==> config.mk <==
export PLATFORM = sky130hd
export DESIGN_NAME = jhs_ovf_counter
export DESIGN_NICKNAME = d
export VERILOG_FILES = /design/src/hw/rtl/jhs_pkg.sv /design/src/hw/rtl/jhs_ovf_counter.sv
export SDC_FILE = /design/constraint.sdc
export NUM_CORES = 1
export LEC_CHECK = 0
export BUFFER_PORTS_ARGS = -buffer_cell sky130_fd_sc_hd__buf_2
export CORE_UTILIZATION = 44
export DETAILED_ROUTE_END_ITERATION = 8
export PLACE_DENSITY = 0.8
export SLEW_MARGIN = 40
export SYNTH_ARGS = -nofsm -noshare
export SYNTH_HDL_FRONTEND = slang
export SYNTH_SLANG_ARGS = --single-unit
==> constraint.sdc <==
create_clock -name clk -period 2.9 [get_ports clk]
set_input_delay 0.87 -clock clk [delete_from_list [all_inputs] [get_ports clk]]
set_output_delay 0.87 -clock clk [all_outputs]
set_load 0.01 [all_outputs]
==> src/hw/rtl/jhs_pkg.sv <==
// types, constants and codes shared by the joint histogram block
`default_nettype none

package jhs_pkg;

    localparam int DEF_VALUE_BITS    = 8;
    localparam int DEF_COUNT_BITS    = 8;
    localparam int DEF_OVERFLOW_BITS = 32;

    localparam int VALUE_FIELD_BITS = 8;
    localparam int COUNT_FIELD_BITS = 8;
    localparam int TOTAL_FIELD_BITS = 32;

    typedef enum logic [1:0] {
        CMD_ACCUM = 2'd0,
        CMD_READ  = 2'd1,
        CMD_CLEAR = 2'd2,
        CMD_NONE  = 2'd3
    } cmd_t;

    typedef enum logic [1:0] {
        ST_SWEEP,
        ST_IDLE,
        ST_LOOKUP,
        ST_REPLY
    } state_t;

    typedef struct packed {
        logic [1:0]                  cmd;
        logic [VALUE_FIELD_BITS-1:0] first_value;
        logic [VALUE_FIELD_BITS-1:0] second_value;
    } pair_word_t;

    typedef struct packed {
        logic [COUNT_FIELD_BITS-1:0] bin_count;
        logic                        saturated;
        logic [TOTAL_FIELD_BITS-1:0] overflow_total;
    } result_word_t;

    typedef struct packed {
        logic clear;
        logic bump;
    } ovf_ctrl_t;

endpackage

`default_nettype wire

==> src/hw/rtl/jhs_ovf_counter.sv <==
// saturating overflow counter with synchronous clear
`default_nettype none

module jhs_ovf_counter
    import jhs_pkg::*;
#(
    parameter int BITS = DEF_OVERFLOW_BITS
)
(
    input  wire logic            clk,
    input  wire logic            rst_n,
    input  wire ovf_ctrl_t       ctrl,
    output logic      [BITS-1:0] value,
    output logic      [BITS-1:0] value_next
);

    logic [BITS-1:0] count_reg;

    always_comb
    begin
        value_next = count_reg;
        if (ctrl.clear)
        begin
            value_next = '0;
        end
        else if (ctrl.bump && (count_reg != '1))
        begin
            value_next = count_reg + BITS'(1);
        end
    end

    always_ff @(posedge clk or negedge rst_n)
    begin
        if (!rst_n)
        begin
            count_reg <= '0;
        end
        else
        begin
            count_reg <= value_next;
        end
    end

    assign value = count_reg;

endmodule

`default_nettype wire

==> results.py, run 1 <==
metrics = {
    "timing": {
        "finalSetupViolCount": 32,
        "relSlewSlack": 0.528,
        "period_minus_slack_ns": 3.37,
        "hold_viol_final": 0,
        "fmax_mhz": 297,
        "worst_pin_slew_ns": 0.708,
        "worst_slack_ns": -0.467,
        "finalCritPeriodShare": 1.16,
        "fin_skew_ns": 0.0109,
        "grt_setup_unrepaired": "yes",
        "slew_violations": 0,
    },
    "floorplanning": {
        "io_pins": 68,
        "initial_core_util": 0.473,
        "die_w_um": 65.9,
        "rows": 22,
        "die-height_um": 65.9,
        "dieArea_um2": 4340,
        "core_area_um2": 3800,
    },
    "synthesis": {
        "yosysWarnings": 0,
        "synthTopCellsByArea": "dfrtp_1 45%, a21oi_1 6.4%, or3_1 5.9%",
        "ys_seq_area_frac": 0.446,
        "synth_seq_cells": 32,
        "synth.avg_cell_area_um2": 9.71,
        "ys.flop_type": "dfrtp_1",
        "syn-num-nets": 190,
        "synth_edf_count": 0,
        "synth.cell_area_um2": 1800,
        "yosysTopAreaCellShare": 0.446,
        "syn_inst": 185,
        "synth_cell_types": 33,
        "ys_async_sr_fraction": 1.00,
        "synth_largest_area_cell": "dfrtp_1",
    },
    "power": {
        "p_per_area_nw_per_um2": 271,
        "p_sw_mw": 0.211,
        "pwr-share-seq": 0.531,
        "netSwitchingFraction": 0.247,
        "leakagePower_nw": 1.48,
        "irDropWorstVdd_uv": 280,
        "clockPowerShare": 0.388,
        "combPwrFrac": 0.081,
        "internal_power_mw": 0.642,
    },
    "cells_and_area": {
        "final_cell_mix": "65 x buf_2, 61 x buf_4, 30 x dfrtp_1",
        "final_common_cell": "buf_2",
        "final_nets": 331,
        "utilization": 0.829,
        "layout.cells.non_filler": 375,
        "multi_input_area_um2": 1260,
        "drive_above_1_share": 0.645,
        "regArea_um2": 803,
        "num_antenna_cells": 0,
        "syn_to_final_growth_pct": 75.5,
        "largest_reg_flops": 32,
        "filler_cell_count": 203,
        "finish.instance_area_um2": 3150,
    },
    "job": {
        "drv_cap": 0,
    },
    "cts": {
        "cts.sinks": 32,
        "cts_buffers": 5,
        "cts_root_buf": "clkbuf_8",
        "cts_max_level": 2,
        "clk_pin_slew_worst_paths_ns": 0.07,
        "hold_buffers": 0,
        "cts_tree": "built",
        "clock_latency_ns": 0.28,
        "cts.path.max_buffers": 2,
    },
    "grt": {
        "grt_pass1_vias": 2051,
        "antenna_found_initial": 0,
        "grt_max_degree": 33,
        "grt_overflow_total": 0,
        "grt_pass1_wl_mm": 9.58,
        "track_usage": 0.290,
    },
    "outcome": {
        "status": "complete, but fails checks",
        "violations": "setup timing",
    },
    "worst_hold_path": {
        "hold_class": "register to register",
        "whs_path_depth": 2,
    },
    "worst_setup_path": {
        "crit_required_ns": 2.03,
        "endpoint": "value_next[26]",
        "crit_type": "register to primary output",
        "cp_cell_sequence": "nand4_1, buf_4, nor4_4, buf_4, o211ai_1, or4_1, a21oi_2, buf_2",
        "arrival_ns": 2.50,
        "start_kind": "register",
        "reg2reg_depth": 10,
        "worstReg2RegEnd": "value[19]$_DFF_PN0_",
        "cp_slowest_cell": "or4_1",
        "r2r_slack_ns": 0.54,
        "cp_max_fo": 5,
        "path_common_cell": "buf_4",
        "r2r_start": "value[0]$_DFF_PN0_",
        "worstSetupStartpoint": "value[7]$_DFF_PN0_",
        "critical_path.max_stage_delay_ns": 0.46,
        "cp-end-kind": "primary output",
    },
    "route": {
        "ant_nets": 0,
        "num_vias": 2318,
        "route.detailed.drc": 0,
        "wl_met2_mm": 3.69,
        "routedLengthMet1_mm": 2.67,
        "wl_mm": 7.27,
        "first_pass_iters": 4,
        "drt_iter0_drc": 201,
        "wl_per_cell_um": 19.4,
        "highest_layer": "met4",
        "routed-wl-met3_um": 597,
        "via_per_inst": 6.18,
    },
    "place": {
        "port_buffers": 67,
        "dp_cells": 347,
        "hpwl_mm": 3.78,
        "dpl_worst_slack_ns": -0.211,
        "place_area_um2": 2620,
        "gp_congestion": 0.773,
    },
}
[synthesized netlist by cell type (3+ instances only)]
| master | n |
|---|---|
| o31ai_1 | 7 |
| o21ai_0 | 16 |
| clkbuf_1 | 3 |
| nand3_1 | 9 |
| and3_1 | 5 |
| nor2_1 | 11 |
| inv_1 | 5 |
| nand2_1 | 13 |
| or4_1 | 7 |
| dfrtp_1 | 32 |
| or3_1 | 17 |
| xnor2_1 | 4 |
| a21oi_1 | 23 |
| nand4_1 | 7 |
[critical path: cells and delay by family, from the launching register on]
kind,cells,cell delay (ns)
AND/OR/NAND/NOR,3,0.94
buffers and inverters,3,0.55
AO/OA/AOI/OAI,2,0.38
flip-flops,1,0.35
[power by group through the flow]
stage	clock network (mW)	registers (mW)	logic, mW
after floorplan	0	0.464	0.0182
after global placement	0	0.460	0.0549
after detailed placement	0	0.460	0.0559
after CTS	0.329	0.453	0.0605
after global routing	0.354	0.453	0.0734
final	0.331	0.453	0.0688
[stage by stage]
stage	hold WS, ns	setup TNS (ns)	power (mW)
2_1_floorplan	0.574	-0.00546	0.482
3_3_place_gp	0.579	-1.75	0.515
3_5_place_dp	0.586	-2.72	0.516
4_1_cts	0.590	-7.60	0.842
5_1_grt	0.638	-12.36	0.881
6_report	0.622	-10.16	0.853
[worst min-delay path by stage]
stage	from	end
floorplan	rst_n	value[0]$_DFF_PN0_
global placement	value[21]$_DFF_PN0_	value[21]$_DFF_PN0_
detailed placement	value[21]$_DFF_PN0_	value[21]$_DFF_PN0_
CTS	value[21]$_DFF_PN0_	value[21]$_DFF_PN0_
global route	value[21]$_DFF_PN0_	value[21]$_DFF_PN0_
finish	value[21]$_DFF_PN0_	value[21]$_DFF_PN0_
[kinds of logic (layout without fill, tap and decap cells)]
logic type | after synthesis | after routing | share of synthesized area
simple gates | 80 | 80 | 0.265
compound gates | 55 | 55 | 0.216
flops | 32 | 32 | 0.446
buf+inv | 9 | 151 | 0.0230
xor+xnor | 6 | 6 | 0.0293
mux | 2 | 2 | 0.0139
fa+ha+maj | 1 | 1 | 0.00697
[area by class of cell]
type	instances	area share
inverters	5	0.00596
repair buffers	138	0.294
flip-flops and latches	32	0.255
clock inverters	1	0.00159
multi-input cells	144	0.400
well taps	48	0.0191
clock buffers	7	0.0242
[what timing repair did]
item	CTS	global route
pin swaps	24	20
buffers inserted	13	9
endpoints found under the setup margin	31	32
resized for setup	42	28
[metal layers]
layer  up-vias  global-route usage
met1      1113               0.367
li1       1005                   -
met5         -                   0
met3        38              0.0552
met4         0               0.109
met2       162               0.486
No activity file was read; power rests on OpenSTA's default activity.
==> run 2: changes to the inputs <==
Settings changed: ABC_AREA from default to 1, CORE_UTILIZATION 44 to 46.
==> run 2 against run 1 <==
Compared with the run above:
- the run ends with DRC left
- clock-buffer cell count increased by 1
- register-to-register slack improved by 0.61 ns
- sequential power increased by 0.9%
- core utilization decreased by 14 points
- global-route usage decreased by 3.1 points
- final cell count increased by 24%
- total power increased by 4.0%
- critical path depth increased by 1
==> results.py, run 2 <==
metrics = {
    "cts": {
        "hold_buffers": 0,
        "clk_pin_slew_worst_paths_ns": 0.07,
        "cts.path.max_buffers": 2,
        "cts.sinks": 32,
        "cts_max_level": 2,
        "cts_root_buf": "clkbuf_8",
        "cts_buffers": 5,
        "clock_latency_ns": 0.28,
        "cts_tree": "built",
    },
    "cells_and_area": {
        "layout.cells.non_filler": 466,
        "final_nets": 418,
        "utilization": 0.690,
        "final_cell_mix": "76 x nand2_1, 66 x buf_2, 40 x nor2_2",
        "finish.instance_area_um2": 3070,
        "num_antenna_cells": 0,
        "largest_reg_flops": 32,
        "multi_input_area_um2": 1380,
        "final_common_cell": "nand2_1",
        "regArea_um2": 806,
        "drive_above_1_share": 0.457,
        "syn_to_final_growth_pct": 42.1,
        "filler_cell_count": 397,
    },
    "timing": {
        "worst_slack_ns": 0.0333,
        "grt_setup_unrepaired": "yes",
        "finalCritPeriodShare": 0.989,
        "hold_viol_final": 0,
        "setup_tns_ns": 0,
        "period_minus_slack_ns": 2.87,
        "finalSetupViolCount": 0,
        "slew_violations": 0,
        "fin_skew_ns": 0.00876,
        "fmax_mhz": 349,
        "whs_ns": 0.604,
        "relSlewSlack": 0.519,
        "worst_pin_slew_ns": 0.722,
    },
    "worst_setup_path": {
        "cp-end-kind": "primary output",
        "r2r_start": "value[7]$_DFF_PN0_",
        "worstReg2RegEnd": "value[28]$_DFF_PN0_",
        "arrival_ns": 2.00,
        "reg2reg_depth": 9,
        "crit_type": "register to primary output",
        "crit_required_ns": 2.03,
        "cp_max_fo": 15,
        "start_kind": "register",
        "r2r_slack_ns": 1.15,
    },
    "grt": {
        "grt_max_degree": 33,
        "grt_pass1_wl_mm": 10.2,
        "antenna_found_initial": 0,
        "grt_pass1_vias": 2290,
        "grt_overflow_total": 0,
        "track_usage": 0.259,
    },
    "route": {
        "wl_per_cell_um": 14.3,
        "first_pass_iters": 7,
        "drt_iter0_drc": 194,
        "num_vias": 2545,
        "route.detailed.drc": 8,
        "via_per_inst": 5.46,
        "wl_mm": 6.64,
        "ant_nets": 0,
    },
    "power": {
        "p_per_area_nw_per_um2": 289,
        "leakagePower_nw": 1.52,
        "irDropWorstVdd_uv": 217,
        "total_power_mw": 0.887,
    },
    "synthesis": {
        "ys_async_sr_fraction": 1.00,
        "synth_largest_area_cell": "dfrtp_1",
        "synth_cell_types": 25,
        "syn-num-nets": 321,
        "ys.flop_type": "dfrtp_1",
        "yosysWarnings": 0,
        "synth.cell_area_um2": 2160,
        "ys_seq_area_frac": 0.371,
        "synth.most_common_cell": "nand2_1",
        "synthTopCellsByCount": "81 x nand2_1, 68 x nor2_1, 32 x dfrtp_1, 32 x nand3_1, 28 x a21oi_1",
        "synthTopCellsByArea": "dfrtp_1 37%, nand2_1 14%, nor2_1 12%",
        "yosysTopAreaCellShare": 0.371,
        "synth_seq_cells": 32,
        "syn_inst": 316,
        "synth.avg_cell_area_um2": 6.83,
        "synth_edf_count": 0,
    },
    "place": {
        "dp_cells": 440,
        "port_buffers": 67,
        "hpwl_mm": 4.59,
        "place_area_um2": 2600,
        "gp_congestion": 0.885,
        "dpl_worst_slack_ns": -0.0887,
    },
    "worst_hold_path": {
        "whs_path_depth": 2,
        "hold_class": "register to register",
        "min_from": "value[8]$_DFF_PN0_",
        "hold_path_end": "value[8]$_DFF_PN0_",
    },
    "floorplanning": {
        "die-height_um": 70.5,
        "die_w_um": 70.5,
        "core_area_um2": 4440,
        "dieArea_um2": 4970,
        "initial_core_util": 0.486,
        "io_pins": 68,
        "rows": 24,
    },
    "outcome": {
        "violations": "DRC",
        "status": "complete, but fails checks",
    },
    "job": {
        "drv_cap": 0,
    },
}
run 2: cell types whose count changed after synthesis, sizes merged, moves of 16 or more:
cell   previous run  this run
or3              17         0
nand3             9        37
nor2             12        79
o21ai            17         1
nand2            13        87
inv               5        24
run 2: cell families after synthesis:
group,share of synthesized area
AOI/OAI and AO/OA,0.0701
xor gates and xnor gates,0.00812
adders and majority gates,0.00580
buffers and inverters,0.0777
DFF,0.371
and+or+nand+nor,0.467
run 2: worst max-delay path, cell delays in order, from the launching register on:
cell,delay [ns]
dfrtp_1,0.49
nand2_2,0.12
nor2_4,0.14
nand2_2,0.09
nor2_4,0.12
nand3_4,0.13
clkbuf_16,0.21
a21oi_1,0.21
nor2_2,0.07
buf_2,0.14
run 2: worst max-delay path by stage:
stage / from / to / slack, ns
after floorplan: ctrl[0] / value_next[21] / 0.29
after global placement: ctrl[0] / value_next[30] / -0.03
after detailed placement: ctrl[0] / value_next[30] / -0.09
after CTS: ctrl[0] / value_next[22] / -0.02
after global routing: value[12]$_DFF_PN0_ / value_next[18] / -0.1
final: value[7]$_DFF_PN0_ / value_next[18] / 0.03
run 2: layer usage:
layer	up-vias	routed length (um)	track usage
met3	11	501	0.0462
met2	103	3190	0.435
met5	-	0	0
met1	1210	2880	0.346
met4	0	64	0.0680
li1	1221	-	-
run 2: timing repair:
action                                  CTS  global route
endpoints found under the setup margin   15            30
gates resized for setup                   6            64
buffers inserted                          1            15
cloned                                    0             2
pin swaps                                 0            12
run 2: cell type report:
class,instances,area share
multi-input cells,251,0.450
flip-flops and latches,32,0.263
repair buffers,99,0.208
well taps,52,0.0212
clock buffers,8,0.0294
inverters,24,0.0294
run 2: report_power, final:
part | total (mW) | switching [mW] | internal, mW | leakage (nW)
logic | 0.0765 | 0.0481 | 0.0284 | 1.04
registers | 0.457 | 0.00643 | 0.450 | 0.437
clock network | 0.354 | 0.160 | 0.193 | 0.0455
==> run 3: changes to the inputs <==
Settings changed: CORE_UTILIZATION 46 to 55, PLACE_DENSITY 0.8 to 0.89.
Clock period 2.9 ns to 3.51 ns, I/O delays scaled along.
==> run 3 against run 2 <==
Compared with the run above:
- the run now ends clean
- worst setup slack better by 0.073 ns
- critical path depth down 1
- register-to-register slack better by 0.47 ns
- sequential power down 18%
- clock-buffer cell count unchanged
- design area down 14%
- die area down 16%
- routed wire length down 11%
- combinational power down 37%
- via count down 5.8%
- core utilization up 1.6 points
- clock skew up 0.0038 ns
- largest power group unchanged
==> results.py, run 3 (synthesis results as in run 2) <==
metrics = {
    "outcome": {
        "status": "completed",
    },
    "cells_and_area": {
        "final_cell_mix": "81 x nand2_1, 67 x buf_2, 66 x nor2_1",
        "layout.cells.non_filler": 435,
        "final_common_cell": "nand2_1",
        "syn_to_final_growth_pct": 21.5,
        "final_nets": 391,
        "finish.instance_area_um2": 2620,
        "drive_above_1_share": 0.271,
        "largest_reg_flops": 32,
        "utilization": 0.706,
        "num_antenna_cells": 0,
    },
    "place": {
        "hpwl_mm": 4.25,
        "dp_cells": 425,
        "place_area_um2": 2500,
        "dpl_worst_slack_ns": 0.0991,
        "gp_congestion": 0.888,
        "port_buffers": 67,
    },
    "timing": {
        "worst_pin_slew_ns": 0.686,
        "fin_skew_ns": 0.0126,
        "fmax_mhz": 294,
        "hold_viol_final": 0,
        "finalCritPeriodShare": 0.970,
        "worst_slack_ns": 0.106,
        "finalSetupViolCount": 0,
        "period_minus_slack_ns": 3.40,
        "relSlewSlack": 0.543,
        "slew_violations": 0,
    },
    "route": {
        "wl_per_cell_um": 13.6,
        "drt_iter0_drc": 217,
        "via_per_inst": 5.51,
        "route.detailed.drc": 0,
        "ant_nets": 0,
        "wl_mm": 5.90,
        "num_vias": 2397,
        "first_pass_iters": 5,
    },
    "cts": {
        "cts_tree": "built",
        "hold_buffers": 0,
        "clock_latency_ns": 0.29,
        "cts_max_level": 2,
        "cts_buffers": 5,
        "cts.path.max_buffers": 2,
        "clk_pin_slew_worst_paths_ns": 0.07,
        "cts_resized": 0,
        "cts.sinks": 32,
        "cts_root_buf": "clkbuf_8",
        "post-cts-setup-buffers": 0,
    },
    "worst_setup_path": {
        "crit_type": "input port to primary output",
        "start_kind": "input port",
        "cp-end-kind": "primary output",
        "cp_max_fo": 6,
        "r2r_slack_ns": 1.62,
        "arrival_ns": 2.35,
        "crit_required_ns": 2.46,
    },
    "floorplanning": {
        "die-height_um": 64.6,
        "io_pins": 68,
        "rows": 22,
        "core_area_um2": 3720,
        "die_w_um": 64.6,
        "initial_core_util": 0.581,
        "dieArea_um2": 4180,
    },
    "grt": {
        "antenna_found_initial": 0,
        "grt_pass1_wl_mm": 9.31,
        "grt_overflow_total": 0,
        "track_usage": 0.286,
        "grt_max_degree": 38,
        "grt_pass1_vias": 2049,
    },
    "power": {
        "leakagePower_nw": 1.36,
        "irDropWorstVdd_uv": 236,
        "total_power_mw": 0.722,
        "p_per_area_nw_per_um2": 275,
    },
    "worst_hold_path": {
        "hold_class": "register to register",
    },
    "job": {
        "drv_cap": 0,
    },
}
## run 3: cell types whose count changed in the layout (fill, tap and decap cells not counted), moves of 4 or more
cell / previous run / this run
nand2_2: 10 / 5
nand3_1: 26 / 32
nand2_1: 76 / 81
nand3_2: 10 / 4
buf_4: 28 / 3
dfrtp_2: 4 / 0
nor2_2: 40 / 8
dfrtp_1: 28 / 32
nor2_4: 9 / 5
nor2_1: 30 / 66
## run 3: final cells by class
cell class | count | area [um^2]
multi-input combinational | 253 | 1220
fill | 346 | 1090
sequential | 32 | 801
timing repair buffer | 70 | 358
clock buffer | 8 | 90.1
inverter | 24 | 90.1
tap | 48 | 60.1
## run 3: power breakdown
group          switching [mW]  leakage, nW  internal [mW]
clock network           0.137       0.0455          0.160
registers             0.00530        0.444          0.372
logic                  0.0322        0.873         0.0162
## run 3: routing by layer
layer,vias up,global-route usage,part of all wire
met5,-,0,0
met4,0,0.0944,0.023
met1,1119,0.393,0.44
met3,16,0.0440,0.061
met2,98,0.461,0.48
li1,1164,-,-
## run 3: critical path, stage by stage
cell,delay [ns]
buf_2,0.14
inv_1,0.10
nor3_2,0.32
nand2_1,0.16
nor2_1,0.20
a21oi_1,0.09
nor2_1,0.14
buf_2,0.15
## run 3: worst paths after layout
path / from / end / depth (start not counted)
max reg2reg: value[0]$_DFF_PN0_ / value[28]$_DFF_PN0_ / 8
max: ctrl[0] / value_next[25] / 8
min in group asynchronous: rst_n / value[5]$_DFF_PN0_ / 1
max in group asynchronous: rst_n / value[31]$_DFF_PN0_ / 1
min reg2reg: value[1]$_DFF_PN0_ / value[1]$_DFF_PN0_ / 2
min: value[1]$_DFF_PN0_ / value[1]$_DFF_PN0_ / 2
## run 3: per-stage QoR
stage	setup TNS [ns]	hold slack [ns]
detailed placement	0	0.598
global placement	0	0.582
floorplan	0	0.653
CTS	0	0.611
global route	-0.000823	0.629
finish	0	0.605
